**src/hdl/qsud_pkg.sv**
```systemverilog
// ----------------------------------------------------------------------------
// qsud_pkg
// Shared types, character codes and escape lookup for the string decoder.
// ----------------------------------------------------------------------------
package qsud_pkg;

    typedef enum logic [2:0] {
        PH_IDLE = 3'd0,
        PH_BODY = 3'd1,
        PH_ESC  = 3'd2,
        PH_HEX1 = 3'd3,
        PH_HEX2 = 3'd4
    } phase_t;

    typedef logic [1:0] kind_t;

    localparam kind_t KIND_DATA  = 2'd0;
    localparam kind_t KIND_END   = 2'd1;
    localparam kind_t KIND_NOQ   = 2'd2;
    localparam kind_t KIND_BADHX = 2'd3;

    localparam logic [7:0] CH_QUOTE = 8'h22;
    localparam logic [7:0] CH_BSL   = 8'h5C;
    localparam logic [7:0] CH_X     = 8'h78;
    localparam logic [7:0] CH_ZERO  = 8'h30;
    localparam logic [7:0] CH_A     = 8'h61;
    localparam logic [7:0] CH_B     = 8'h62;
    localparam logic [7:0] CH_T     = 8'h74;
    localparam logic [7:0] CH_N     = 8'h6E;
    localparam logic [7:0] CH_V     = 8'h76;
    localparam logic [7:0] CH_F     = 8'h66;
    localparam logic [7:0] CH_R     = 8'h72;
    localparam logic [7:0] CH_SPACE = 8'h20;
    localparam logic [7:0] CH_TAB   = 8'h09;
    localparam logic [7:0] CH_LF    = 8'h0A;
    localparam logic [7:0] CH_VT    = 8'h0B;
    localparam logic [7:0] CH_FF    = 8'h0C;
    localparam logic [7:0] CH_CR    = 8'h0D;

    // Fixed 256-entry escape table; unknown escapes map to zero.
    function automatic logic [7:0] escape_lut(input logic [7:0] c);
        logic [7:0] r;
        r = 8'h00;
        case (c)
            CH_BSL:   r = 8'h5C;
            CH_QUOTE: r = 8'h22;
            CH_ZERO:  r = 8'h00;
            CH_A:     r = 8'h07;
            CH_B:     r = 8'h08;
            CH_T:     r = 8'h09;
            CH_N:     r = 8'h0A;
            CH_V:     r = 8'h0B;
            CH_F:     r = 8'h0C;
            CH_R:     r = 8'h0D;
            default:  r = 8'h00;
        endcase
        return r;
    endfunction

    // Bit 4 set means "not a hex digit".
    function automatic logic [4:0] hex_value(input logic [7:0] c);
        logic [4:0] r;
        if (c >= 8'h30 && c <= 8'h39)
            r = {1'b0, 4'(c - 8'h30)};
        else if (c >= 8'h61 && c <= 8'h66)
            r = {1'b0, 4'(c - 8'h57)};
        else if (c >= 8'h41 && c <= 8'h46)
            r = {1'b0, 4'(c - 8'h37)};
        else
            r = 5'h10;
        return r;
    endfunction

    function automatic logic is_space(input logic [7:0] c);
        return (c == CH_SPACE) || (c == CH_TAB) || (c == CH_LF) ||
               (c == CH_CR) || (c == CH_VT) || (c == CH_FF);
    endfunction

endpackage

```
**src/hdl/quoted_string_unescape_decoder.sv**
```systemverilog
// ----------------------------------------------------------------------------
// quoted_string_unescape_decoder
// Decodes a double-quoted C-style string literal, one character per request.
// ----------------------------------------------------------------------------
//  channel   signals                          direction
//  input     in_valid, in_stall, char_in      char_in: one raw character
//  output    out_valid, out_stall,            decoded byte and its kind
//            out_byte, kind
//
//  One character per cycle while no result is blocked; a result passes from
//  the input register to the result register. The phase state machine
//  updates in the same cycle a character leaves the input register.
//  Reset (rst_n low, async) empties both registers and returns to idle.
//  A stalled result holds; the input register still drains characters that
//  make no result, so in_stall rises only when a result is blocked behind it.
// ----------------------------------------------------------------------------
module quoted_string_unescape_decoder (
    input  logic       clk,
    input  logic       rst_n,
    input  logic       in_valid,
    output logic       in_stall,
    input  logic [7:0] char_in,
    output logic       out_valid,
    input  logic       out_stall,
    output logic [7:0] out_byte,
    output logic [1:0] kind
);

    // Input register
    logic       in_v_reg;
    logic [7:0] char_reg;

    // Decoder state
    qsud_pkg::phase_t phase_reg, phase_next;
    logic [3:0] nib_reg, nib_next;

    // Result register
    logic            out_v_reg;
    logic [7:0]      byte_reg;
    qsud_pkg::kind_t kind_reg;

    // Combinational decode of the held character
    logic            res_v;
    logic [7:0]      res_byte;
    qsud_pkg::kind_t res_kind;
    logic [4:0]      hexv;

    logic advance;
    logic out_free;

    assign hexv     = qsud_pkg::hex_value(char_reg);
    assign out_free = !out_v_reg || !out_stall;
    // The held character moves on if it makes no result or the result slot frees.
    assign advance  = in_v_reg && (!res_v || out_free);
    assign in_stall = in_v_reg && !advance;

    // Next-state logic
    always_comb
    begin
        phase_next = phase_reg;
        nib_next   = nib_reg;
        case (phase_reg)
            qsud_pkg::PH_BODY:
            begin
                if (char_reg == qsud_pkg::CH_QUOTE)
                    phase_next = qsud_pkg::PH_IDLE;
                else if (char_reg == qsud_pkg::CH_BSL)
                    phase_next = qsud_pkg::PH_ESC;
            end
            qsud_pkg::PH_ESC:
            begin
                if (char_reg == qsud_pkg::CH_X)
                    phase_next = qsud_pkg::PH_HEX1;
                else
                    phase_next = qsud_pkg::PH_BODY;
            end
            qsud_pkg::PH_HEX1:
            begin
                if (hexv[4])
                    phase_next = qsud_pkg::PH_BODY;
                else
                begin
                    phase_next = qsud_pkg::PH_HEX2;
                    nib_next   = hexv[3:0];
                end
            end
            qsud_pkg::PH_HEX2:
            begin
                phase_next = qsud_pkg::PH_BODY;
            end
            default:
            begin
                // Idle, and any unused code behaves as idle.
                if (char_reg == qsud_pkg::CH_QUOTE)
                    phase_next = qsud_pkg::PH_BODY;
                else
                    phase_next = qsud_pkg::PH_IDLE;
            end
        endcase
    end

    // Output logic
    always_comb
    begin
        res_v    = 1'b0;
        res_byte = 8'h00;
        res_kind = qsud_pkg::KIND_DATA;
        case (phase_reg)
            qsud_pkg::PH_BODY:
            begin
                if (char_reg == qsud_pkg::CH_QUOTE)
                begin
                    res_v    = 1'b1;
                    res_kind = qsud_pkg::KIND_END;
                end
                else if (char_reg != qsud_pkg::CH_BSL)
                begin
                    res_v    = 1'b1;
                    res_byte = char_reg;
                end
            end
            qsud_pkg::PH_ESC:
            begin
                if (char_reg != qsud_pkg::CH_X)
                begin
                    res_v    = 1'b1;
                    res_byte = qsud_pkg::escape_lut(char_reg);
                end
            end
            qsud_pkg::PH_HEX1:
            begin
                if (hexv[4])
                begin
                    res_v    = 1'b1;
                    res_kind = qsud_pkg::KIND_BADHX;
                end
            end
            qsud_pkg::PH_HEX2:
            begin
                res_v = 1'b1;
                if (hexv[4])
                    res_kind = qsud_pkg::KIND_BADHX;
                else
                    res_byte = {nib_reg, hexv[3:0]};
            end
            default:
            begin
                if (!qsud_pkg::is_space(char_reg) && char_reg != qsud_pkg::CH_QUOTE)
                begin
                    res_v    = 1'b1;
                    res_kind = qsud_pkg::KIND_NOQ;
                end
            end
        endcase
    end

    // Input register: reload whenever empty or its character moves on.
    always_ff @(posedge clk or negedge rst_n)
    begin
        if (!rst_n)
            in_v_reg <= 1'b0;
        else if (!in_v_reg || advance)
            in_v_reg <= in_valid;
    end

    always_ff @(posedge clk)
    begin
        if (in_valid && !in_stall)
            char_reg <= char_in;
    end

    // Decoder state
    always_ff @(posedge clk or negedge rst_n)
    begin
        if (!rst_n)
        begin
            phase_reg <= qsud_pkg::PH_IDLE;
            nib_reg   <= 4'h0;
        end
        else if (advance)
        begin
            phase_reg <= phase_next;
            nib_reg   <= nib_next;
        end
    end

    // Result register
    always_ff @(posedge clk or negedge rst_n)
    begin
        if (!rst_n)
            out_v_reg <= 1'b0;
        else if (out_free)
            out_v_reg <= advance && res_v;
    end

    always_ff @(posedge clk)
    begin
        if (advance && res_v)
        begin
            byte_reg <= res_byte;
            kind_reg <= res_kind;
        end
    end

    assign out_valid = out_v_reg;
    assign out_byte  = byte_reg;
    assign kind      = kind_reg;

endmodule

```
**config.mk**
```make
export PLATFORM = sky130hd
export DESIGN_NAME = quoted_string_unescape_decoder
export DESIGN_NICKNAME = d
export VERILOG_FILES = /design/src/hdl/qsud_pkg.sv /design/src/hdl/quoted_string_unescape_decoder.sv
export SDC_FILE = /design/constraint.sdc
export NUM_CORES = 1
export LEC_CHECK = 0
export BUFFER_PORTS_ARGS = -buffer_cell sky130_fd_sc_hd__buf_2
export CELL_PAD_IN_SITES_DETAIL_PLACEMENT = 0
export CELL_PAD_IN_SITES_GLOBAL_PLACEMENT = 1
export CORE_MARGIN = 5
export CORE_UTILIZATION = 40
export DETAILED_ROUTE_END_ITERATION = 8
export PLACE_DENSITY = 0.81
export SLEW_MARGIN = 20
export SYNTH_ARGS = -nofsm -noshare
export SYNTH_HDL_FRONTEND = slang
export SYNTH_SLANG_ARGS = --single-unit
```
**constraint.sdc**
```tcl
create_clock -name clk -period 2.4 [get_ports clk]
set_input_delay 0.48 -clock clk [delete_from_list [all_inputs] [get_ports clk]]
set_output_delay 0.48 -clock clk [all_outputs]
set_load 0.005 [all_outputs]
```
### Yosys cells after proc, flatten, opt, wreduce, memory -nomap -nowiden

Cells that the tools add are included.

| operators by class | value |
|---|---|
| multiplexer cells | 25 |
| bitwise operators | 1 |
| reductions and logical operators | 26 |
| equality and inequality tests | 24 |
| magnitude comparators | 6 |
| add/sub/neg operators | 3 |

Operators with widths:

| operator | count |
|---|---|
| equality test 8 x 7 -> 1 bit (second input constant) | 9 |
| one-hot mux 7 bit (9 select lines) | 1 |
| equality test 8 x 4 -> 1 bit (second input constant) | 5 |
| two-way mux 8 bit | 3 |
| one-hot mux 8 bit (3 select lines) | 1 |
| equality test 8 x 6 -> 1 bit (second input constant) | 2 |
| >= comparator 8 x 7 -> 1 bit (second input constant) | 2 |
| less-or-equal comparator 8 x 7 -> 1 bit (second input constant) | 2 |
| inequality test 8 x 7 -> 1 bit (second input constant) | 2 |
| two-way mux 5 bit | 3 |
| one-hot mux 3 bit (4 select lines) | 1 |
| two-way mux 3 bit | 3 |
| >= comparator 8 x 6 -> 1 bit (second input constant) | 1 |
| less-or-equal comparator 8 x 6 -> 1 bit (second input constant) | 1 |
| logical AND 1 bit | 8 |
| logical OR 1 bit | 8 |
| inequality test 8 x 6 -> 1 bit (second input constant) | 1 |
| subtractor 4 x 3 -> 4 bit (second input constant) | 2 |
| logical NOT 1 bit | 7 |
| two-way mux 1 bit | 7 |
| two-way mux 7 bit | 1 |
| equality test 3 x 2 -> 1 bit (second input constant) | 2 |
| two-way mux 2 bit | 3 |
| one-hot mux 2 bit (3 select lines) | 1 |
| other kinds (9) | 9 |

| storage, ports and cells | value |
|---|---|
| output and inout port bits | 12 |
| bits of input ports | 12 |
| register bits after elaboration | 27 |
| logic and storage cells | 92 |

### Longest topological paths before layout

Gate-level depths: netlist of run 1.

| logic depth | value |
|---|---|
| word-level depth | 17 |
| gate-level depth with buffers | 9 |
| mapped depth without buffers | 8 |

### Worst setup path after synthesis of run 1

Ideal clock, no wire load.

| timing | value |
|---|---|
| kind | reg-to-reg |
| start | reg char_reg[0] |
| end | reg nib_reg[0] |
| library setup time | 125 ps |
| clock period less this slack | 2478 ps |
| arrival | 2353 ps |
| data required time | 2275 ps |
| buffers on the path | 1 |
| path slack | -78 ps |
| cell stages (with the launch flop) | 9 |
| cell sequence | edfxtp_1 -> inv_1 -> ha_1 -> clkbuf_1 -> o21bai_1 -> a2111o_1 -> and2_4 -> nor4_4 -> mux2_4 |

| on the way | value |
|---|---|
| longest elaborated chain between the ends | 14 |
| elaborated cells between the ends (all ways) | 43 |
| those cells by class | add/sub (3); order compare (6); eq/ne (10); mux (9); bitwise (1); reduce/logical (14) |

RTL lines:

| what | line | text |
|---|---|---|
| start, declared | quoted_string_unescape_decoder.sv:31 | `logic [7:0] char_reg;` |
| start signal, assigned | quoted_string_unescape_decoder.sv:169 | `char_reg <= char_in;` |
| parallel branches: the longest is 14 deep, another holds >= comparator 8 x 7 -> 1 bit | -- |  |
| end signal, assigned | quoted_string_unescape_decoder.sv:183 | `nib_reg <= nib_next;` |
| end, declared | quoted_string_unescape_decoder.sv:35 | `logic [3:0] nib_reg, nib_next;` |

Parallel ways; which one is timed is not known.
A chain may end at the register's enable or synchronous reset.

### Worst setup path in the final report of run 1

| timing | value |
|---|---|
| start | reg char_reg[0] |
| end | out in_stall |

| on the way | value |
|---|---|
| longest elaborated chain between the ends | 15 |
| elaborated cells between the ends (all ways) | 40 |
| those cells by class | order compare (6); eq/ne (10); mux (9); reduce/logical (15) |

RTL lines:

| what | line | text |
|---|---|---|
| parallel branches: the longest is 9 deep, another holds >= comparator 8 x 7 -> 1 bit | -- |  |
| one-hot mux 1 bit (4 select lines) * | quoted_string_unescape_decoder.sv:108 | `case (phase_reg)` |
| logical NOT 1 bit * | quoted_string_unescape_decoder.sv:54 | `assign advance = in_v_reg && (!res_v \|\| out_free);` |
| logical OR 1 bit * | quoted_string_unescape_decoder.sv:54 |  |
| logical AND 1 bit * | quoted_string_unescape_decoder.sv:54 |  |
| logical NOT 1 bit * | quoted_string_unescape_decoder.sv:55 | `assign in_stall = in_v_reg && !advance;` |
| logical AND 1 bit * | quoted_string_unescape_decoder.sv:55 |  |
| end, declared | quoted_string_unescape_decoder.sv:21 | `output logic in_stall,` |

Every way passes the cells marked *.

==> run_results.csv, run 1 <==
group,metric,value,unit
status,result_of_the_run,"finished with violations",
status,failed_checks,"DRC, setup timing",
timing,period_share,1.07,
min_path,min_path_type,"in2async",
cells_and_area,antenna_cells,0,
routing,antenna_left,0,
grt,grt.total_usage,0.160,
clock_network,insertion_delay,0.27,ns
clock_network,clk_pin_slew_worst_paths,0.09,ns
clock_network,clock_tree.htree_level_count,1,
setup_path,crit_path_start,"char_reg[0]$_DFFE_PP_",
die,dieArea,5520,sq um
routing,dr_total_vias,1555,
synth,syn-cell-area,1650,sq um
power_and_ir_drop,power.ir.vdd_worst,0.000437,V
placed_design,routability_cong,0.885,
setup_path,cell_with_the_largest_stage_delay_on_the_worst_path,"sky130_fd_sc_hd__or3b_2",
timing,fmaxAchievable,389,MHz
routing,drt_first_pass_iters,6,
synth,synth_warnings,0,
routing,post_drt_via_cell_ratio,5.74,
cells_and_area,final_cells,271,
setup_path,crit_path_end,"in_stall",
synth,ys.flop_type,"sky130_fd_sc_hd__edfxtp_1",
cells_and_area,area.growth.synth_to_final,35.0,%
clock_network,cts_tree,"done",
setup_path,arrival,2.09,ns
die,coreArea,4000,sq um
grt,grt_pass1_wl,6860,um
die,dieWidth,74.3,um
clock_network,cts_max_path_bufs,2,
setup_path,cp_slowest_stage_delay,0.47,ns
die,num_io_pins,24,
power_and_ir_drop,leakagePower,0.924,nW
clock_network,cts_root_buf,"sky130_fd_sc_hd__clkbuf_8",
grt,gr_overflow_total,0,
synth,synth-edff-count,18,
cells_and_area,layout-drive-gt1-share,0.394,
timing,setup_viol,15,
setup_path,worst_r2r_endpoint,"out_byte[0]$_DFFE_PP_",
clock_network,cts.sinks,27,
power_and_ir_drop,powerDensity,984,nW/um^2
power_and_ir_drop,total_power,2.20,mW
grt,largest_net_degree_at_the_start_of_global_routing,17,
setup_path,worst_setup_path_end_kind,"output port",
timing,worst_slack,-0.169,ns
routing,wl_per_cell,15.4,um
cells_and_area,nNetsFinal,238,
timing,post-route-min-period,2.57,ns
grt,initial_antenna_violation_count,0,
timing,slew_viol_final,0,
clock_network,postCtsHoldBufs,0,
setup_path,worstPathMaxFanout,4,
timing,timing_hold_violations_final,0,
run,max-cap-violations,0,
grt,grt_pass1_vias,1483,
timing,actual_slew_at_the_worst_max_slew_pin,0.627,ns
placed_design,dpl.cell_count,259,
synth,ys_async_sr_fraction,0.333,
setup_path,cpMostUsedCell,"sky130_fd_sc_hd__nand4_1",
setup_path,cell_by_cell_listing_of_the_critical_path,"ha_2, or3b_2, nand4_1, nand4_1, nand3_2, nand2_2, nor2_2, buf_2",
routing,remaining_drc_errors,2,
synth,net_count_after_synthesis,177,
setup_path,critical_path_class,"reg2out",
synth,sequential_area_share_after_synthesis,0.463,
setup_path,cp.required,1.92,ns
placed_design,place_hpwl,3220,um
timing,rsz0062_at_grt,"true",
die,floorplan.initialDensity,0.413,
die,row_count,23,
timing,slew_headroom,0.571,
routing,wirelength,4180,um
setup_path,ff2ff_setup_slack,-0.16,ns
setup_path,reg2reg_from,"char_reg[1]$_DFFE_PP_",
clock_network,numCtsBuffers,3,
placed_design,io_buf_count,23,
synth,synth.ff_latch_count,27,
die,floorplan.die.height,74.3,um
synth,avgSynthCellArea,10.3,sq um
timing,worst_clock_skew,0.00146,ns
routing,count_of_routing_violations_after_the_opening_detailed_route_iteration,91,
setup_path,critical_path_start_type,"flip-flop",
synth,synthesis.instances,161,
synth,netlist-cell-type-count,51,
setup_path,worstRegToRegCells,12,
==> through the flow <==
step / setup TNS [ns] / hold WS (ns) / util / setup WS, ns / area [sq um]
final: -2.13 / 0.0355 / 0.558 / -0.169 / 2230
after CTS: -0.410 / 0.0436 / 0.542 / -0.181 / 2170
after floorplan: 0 / 0.184 / - / 0.000254 / 1650
after global routing: -4.23 / 0.0459 / 0.558 / -0.333 / 2230
after detailed placement: -0.0190 / 0.344 / 0.516 / -0.0190 / 2060
after global placement: 0 / 0.344 / 0.516 / 0.0555 / 2060
==> cell families after synthesis <==
logic type / Yosys count / share of synthesized area
muxes: 4 / 0.0280
buffers and inverters: 12 / 0.0288
DFF: 27 / 0.463
AOI/OAI and AO/OA: 45 / 0.196
adders and majority gates: 4 / 0.0303
xor gates and xnor gates: 5 / 0.0265
and+or+nand+nor: 64 / 0.227
==> per-layer routing <==
layer,track usage,wire length [um]
met1,0.205,1790
met2,0.280,2090
met3,0.0216,235
met4,0.0514,70
met5,0,0
==> repair_timing <==
| action | 4_1_cts | 5_1_grt |
|---|---|---|
| endpoints found under the setup margin | 1 | 26 |
| buffers inserted | 5 | 3 |
| gates resized for setup | 8 | 12 |
| pin swaps | 5 | 9 |
| hold endpoints to repair | 0 | 0 |
==> power breakdown <==
part	total (mW)	internal (mW)	switching [mW]
clock network	0.266	0.119	0.147
logic	1.16	0.589	0.575
registers	0.768	0.703	0.0654
total	2.20	1.41	0.787
==> area by class of cell <==
class | instances | area (sq um)
Fill cell | 361 | 1770
Multi-Input combinational cell | 122 | 893
Sequential cell | 27 | 766
Timing Repair Buffer | 62 | 440
Tap cell | 50 | 62.6
Clock buffer | 3 | 41.3
Inverter | 6 | 22.5
Clock inverter | 1 | 6.26
==> worst min path at each step <==
| stage | from | end | cells past startpoint |
|---|---|---|---|
| 6_report | rst_n | out_valid$_DFFE_PN0P_ | 1 |
| 5_1_grt | rst_n | out_valid$_DFFE_PN0P_ | 1 |
| 4_1_cts | rst_n | nib_reg[2]$_DFFE_PN0P_ | 1 |
| 3_5_place_dp | rst_n | nib_reg[1]$_DFFE_PN0P_ | 1 |
| 3_3_place_gp | rst_n | phase_reg[1]$_DFFE_PN0P_ | 1 |
| 2_1_floorplan | rst_n | in_v_reg$_DFFE_PN0N_ | 0 |
==> cells in the mapped netlist, types with 4 or more instances <==
library cell | number | area, sq um
sky130_fd_sc_hd__edfxtp_1 | 18 | 541
sky130_fd_sc_hd__nand2_1 | 12 | 45.0
sky130_fd_sc_hd__nor2_1 | 12 | 45.0
sky130_fd_sc_hd__dfrtp_1 | 9 | 225
sky130_fd_sc_hd__o21ai_0 | 8 | 40.0
sky130_fd_sc_hd__a21oi_1 | 6 | 30.0
sky130_fd_sc_hd__inv_1 | 6 | 22.5
sky130_fd_sc_hd__a31oi_1 | 5 | 31.3
sky130_fd_sc_hd__and3_1 | 4 | 25.0
sky130_fd_sc_hd__ha_1 | 4 | 50.1
sky130_fd_sc_hd__nand2b_1 | 4 | 25.0
sky130_fd_sc_hd__nand3_1 | 4 | 20.0
sky130_fd_sc_hd__nand4_1 | 4 | 25.0
sky130_fd_sc_hd__nor3_1 | 4 | 20.0
==> layout by cell type (no fill, tap or decap), drive strengths merged, types with 2 or more instances in the layout <==
cell type | netlist | routed
a21oi | 6 | 6
xor2 | 3 | 3
mux2i | 2 | 2
nor3b | 3 | 3
or3b | 3 | 3
nor2b | 2 | 2
nand4 | 4 | 4
a41oi | 2 | 2
nand3b | 2 | 2
inv | 6 | 7
mux2 | 2 | 2
and3 | 4 | 4
o31ai | 2 | 2
a31oi | 5 | 5
nand3 | 4 | 4
nand2b | 4 | 4
o21bai | 3 | 3
and2 | 2 | 2
a22o | 3 | 3
o21ai | 8 | 8
nor3 | 4 | 4
ha | 4 | 4
dfrtp | 9 | 9
a22oi | 3 | 3
edfxtp | 18 | 18
a2111oi | 2 | 2
nand2 | 12 | 12
buf | 3 | 62
a221o | 3 | 3
nand4b | 2 | 2
clkbuf | 3 | 3
nor4 | 2 | 2
xnor2 | 2 | 2
nor2 | 12 | 12
==> worst max-delay path, delay by kind of cell (launching register included) <==
kind | cells | cell delay [ns]
flip-flops | 1 | 0.45
buffers and inverters | 1 | 0.11
adder cells (fa/ha/maj) | 1 | 0.25
AND/OR/NAND/NOR | 6 | 1.00
(Power assumes the default switching activity.)
==> run 2, diff against run 1 <==
--- a/config.mk
+++ b/config.mk
@@ -5,11 +5,12 @@
 export SDC_FILE = /design/constraint.sdc
 export NUM_CORES = 1
 export LEC_CHECK = 0
+export ABC_AREA = 1
 export BUFFER_PORTS_ARGS = -buffer_cell sky130_fd_sc_hd__buf_2
 export CELL_PAD_IN_SITES_DETAIL_PLACEMENT = 0
 export CELL_PAD_IN_SITES_GLOBAL_PLACEMENT = 1
 export CORE_MARGIN = 5
-export CORE_UTILIZATION = 40
+export CORE_UTILIZATION = 38
 export DETAILED_ROUTE_END_ITERATION = 8
 export PLACE_DENSITY = 0.81
 export SLEW_MARGIN = 20
==> constraint.sdc (replaced) <==
create_clock -name clk -period 2.4 [get_ports clk]
set_input_delay 0.48 -clock clk [delete_from_list [all_inputs] [get_ports clk]]
set_output_delay 0.48 -clock clk [all_outputs]
set_load 0.01 [all_outputs]
==> run_results.csv, run 2 <==
group,metric,value,unit
routing,wl_per_cell,13.3,um
setup_path,cp_slowest_stage_delay,0.47,ns
min_path,min_path_type,"in2async",
cells_and_area,final_cells,287,
synth,synth_area_leaders,"sky130_fd_sc_hd__edfxtp_1 (33%), sky130_fd_sc_hd__dfrtp_1 (14%), sky130_fd_sc_hd__nand2_1 (12%)",
placed_design,postPlaceCellArea,1830,sq um
synth,synth.ff_latch_count,27,
synth,synth.top_cell.area_share,0.326,
synth,synth_top_family_by_area,"simple AND/OR/NAND/NOR gates",
timing,final.hold.worst_slack,0.0329,ns
routing,antenna_left,0,
clock_network,cts_max_path_bufs,2,
die,num_io_pins,24,
placed_design,place_hpwl,2860,um
timing,worst_clock_skew,0.00278,ns
clock_network,cts_tree,"done",
synth,syn-cell-area,1660,sq um
setup_path,critical_path_class,"reg2out",
clock_network,clock_tree.htree_level_count,1,
power_and_ir_drop,power.clock.fraction,0.156,
cells_and_area,commonest_non_fill_non_tap_cell_in_the_layout,"sky130_fd_sc_hd__nand2_1",
clock_network,cts.sinks,27,
cells_and_area,nNetsFinal,252,
setup_path,crit_path_start,"char_reg[0]$_DFFE_PP_",
placed_design,io_buf_count,23,
die,floorplan.initialDensity,0.387,
timing,period_share,0.974,
grt,met1_track_demand_over_resource_in_global_routing,0.178,
timing,rsz0062_at_grt,"true",
cells_and_area,layout-drive-gt1-share,0.328,
grt,met2_usage,0.209,
power_and_ir_drop,power.internal,1.05,mW
routing,wirelength,3810,um
setup_path,cpMostUsedCell,"sky130_fd_sc_hd__nand2_2",
synth,yosysTopAreaCell,"sky130_fd_sc_hd__edfxtp_1",
setup_path,arrival,1.86,ns
synth,sequential_area_share_after_synthesis,0.461,
die,floorplan.die.height,76.1,um
setup_path,cell_by_cell_listing_of_the_critical_path,"inv_2, ha_4, o21ai_2, nand2_1, nand2_2, nand2_2, nand2_2, nand2_2, nand3_4, nand3_4, inv_2, buf_6",
clock_network,postCtsHoldBufs,0,
clock_network,insertion_delay,0.28,ns
cells_and_area,postLayoutCellArea,2090,sq um
power_and_ir_drop,power.sequential.fraction,0.424,
grt,gr_overflow_total,0,
synth,ys.flop_type,"sky130_fd_sc_hd__edfxtp_1",
clock_network,cts_root_buf,"sky130_fd_sc_hd__clkbuf_8",
routing,count_of_routing_violations_after_the_opening_detailed_route_iteration,115,
clock_network,numCtsBuffers,3,
routing,remaining_drc_errors,0,
synth,synth_warnings,0,
placed_design,dpl.cell_count,269,
grt,gr-usage-met3,0.0248,
synth,synthesis.instances,195,
synth,xor_xnor_share_of_the_synthesized_area,0.00528,
die,row_count,24,
setup_path,worst_setup_path_end_kind,"output port",
synth,ys_async_sr_fraction,0.333,
synth,netlist-cell-type-count,29,
cells_and_area,layout_common_cells,"sky130_fd_sc_hd__nand2_1 (51), sky130_fd_sc_hd__inv_1 (26), sky130_fd_sc_hd__buf_2 (22)",
grt,largest_net_degree_at_the_start_of_global_routing,17,
setup_path,crit_path_end,"in_stall",
timing,setup_viol,0,
grt,initial_antenna_violation_count,0,
grt,grt.busiest_layer,"met2",
timing,actual_slew_at_the_worst_max_slew_pin,0.467,ns
cells_and_area,fillerInstances,405,
power_and_ir_drop,p_sw,691,uW
timing,timing_hold_violations_final,0,
power_and_ir_drop,powerDensity,834,nW/um^2
synth,synth.mux.area_fraction,0,
routing,dr_total_vias,1463,
synth,net_count_after_synthesis,211,
setup_path,cell_with_the_largest_stage_delay_on_the_worst_path,"sky130_fd_sc_hd__edfxtp_1",
timing,post-route-min-period,2.34,ns
timing,final.setup.tns,0,ns
setup_path,worstRegToRegCells,12,
synth,arithmetic_cell_share_of_the_synthesized_area_counting_full_adders_half_adders_and_majority_gates,0.0301,
cells_and_area,antenna_cells,0,
placed_design,routability_cong,0.908,
synth,synth-simple-area-share,0.353,
synth,synth-edff-count,18,
timing,slew_viol_final,0,
synth,synth_compound_gate_area_share,0.0663,
setup_path,worstPathMaxFanout,6,
die,dieArea,5790,sq um
power_and_ir_drop,p_sw_frac,0.397,
timing,slew_headroom,0.689,
grt,grt_pass1_vias,1348,
cells_and_area,area.growth.synth_to_final,25.6,%
synth,synth.most_common_cell,"sky130_fd_sc_hd__nand2_1",
power_and_ir_drop,power.ir.vdd_worst,0.000433,V
clock_network,clk_pin_slew_worst_paths,0.10,ns
routing,post_drt_via_cell_ratio,5.10,
die,dieWidth,76.1,um
timing,fmaxAchievable,428,MHz
run,max-cap-violations,0,
synth,avgSynthCellArea,8.51,sq um
routing,drt_first_pass_iters,4,
setup_path,cp.required,1.92,ns
grt,grt.total_usage,0.132,
power_and_ir_drop,leakagePower,0.981,nW
die,coreArea,4290,sq um
power_and_ir_drop,p_comb_frac,0.420,
synth,synth_commonest_cells,"sky130_fd_sc_hd__nand2_1 (55), sky130_fd_sc_hd__inv_1 (29), sky130_fd_sc_hd__edfxtp_1 (18), sky130_fd_sc_hd__nand3_1 (18), sky130_fd_sc_hd__nor2_1 (11)",
status,result_of_the_run,"finished clean",
setup_path,critical_path_start_type,"flip-flop",
setup_path,reg2reg_from,"char_reg[0]$_DFFE_PP_",
setup_path,ff2ff_setup_slack,0.14,ns
grt,grt_pass1_wl,6350,um
setup_path,worst_r2r_endpoint,"out_byte[2]$_DFFE_PP_",
[run 2: logic make-up after synthesis]
| family | Yosys count |
|---|---|
| DFF | 27 |
| AOI/OAI and AO/OA | 17 |
| and+or+nand+nor | 112 |
| buffers and inverters | 34 |
| xor gates and xnor gates | 1 |
| adders and majority gates | 4 |
[run 2: layout make-up]
| cell class | instances | area (sq um) | area share |
|---|---|---|---|
| Multi-Input combinational cell | 134 | 846 | 0.406 |
| Clock inverter | 1 | 6.26 | 0.00300 |
| Tap cell | 52 | 65.1 | 0.0312 |
| Timing Repair Buffer | 38 | 241 | 0.116 |
| Inverter | 32 | 120 | 0.0576 |
| Sequential cell | 27 | 766 | 0.367 |
| Clock buffer | 3 | 41.3 | 0.0198 |
[run 2: repair_timing]
item / in CTS / in global routing
setup buffers: 7 / 7
setup endpoints to repair: 1 / 11
pin swaps: 3 / 9
resized for setup: 14 / 12
[run 2: metal layers]
metal | wire length, um | share of wire
met1 | 1670 | 0.44
met2 | 1800 | 0.47
met3 | 229 | 0.060
met5 | 0 | 0
met4 | 106 | 0.028
[run 2: worst max-delay path: cells and delay by family, from the launching register on]
family | cells | cell delay (ns)
AO/OA/AOI/OAI | 1 | 0.11
AND/OR/NAND/NOR | 7 | 0.53
flip-flops | 1 | 0.47
adder cells (fa/ha/maj) | 1 | 0.20
buffers and inverters | 3 | 0.27
[run 2: worst min-delay path by stage]
| stage | from | end | slack (ns) | depth (start not counted) |
|---|---|---|---|---|
| detailed placement | rst_n | nib_reg[1]$_DFFE_PN0P_ | 0.34 | 1 |
| floorplan | rst_n | in_v_reg$_DFFE_PN0N_ | 0.18 | 0 |
| CTS | rst_n | nib_reg[2]$_DFFE_PN0P_ | 0.04 | 1 |
| global route | rst_n | nib_reg[1]$_DFFE_PN0P_ | 0.04 | 1 |
| global placement | rst_n | nib_reg[3]$_DFFE_PN0P_ | 0.34 | 1 |
| finish | rst_n | nib_reg[2]$_DFFE_PN0P_ | 0.03 | 1 |
[run 2: power by group through the flow]
stage / registers, mW / logic, mW / clock network [mW]
after CTS: 0.737 / 0.670 / 0.277
after global placement: 0.739 / 0.624 / 0
after global routing: 0.757 / 0.808 / 0.293
after floorplan: 0.757 / 0.427 / 0
after detailed placement: 0.745 / 0.619 / 0
final: 0.738 / 0.731 / 0.271
[run 2: per-stage QoR]
| stage | utilization | power, mW | worst slack, ns |
|---|---|---|---|
| after floorplan | - | 1.18 | 0.347 |
| after global placement | 0.426 | 1.36 | 0.115 |
| after CTS | 0.459 | 1.68 | 0.0248 |
| after global routing | 0.486 | 1.86 | -0.0397 |
| after detailed placement | 0.426 | 1.36 | 0.0693 |
| final | 0.486 | 1.74 | 0.0612 |
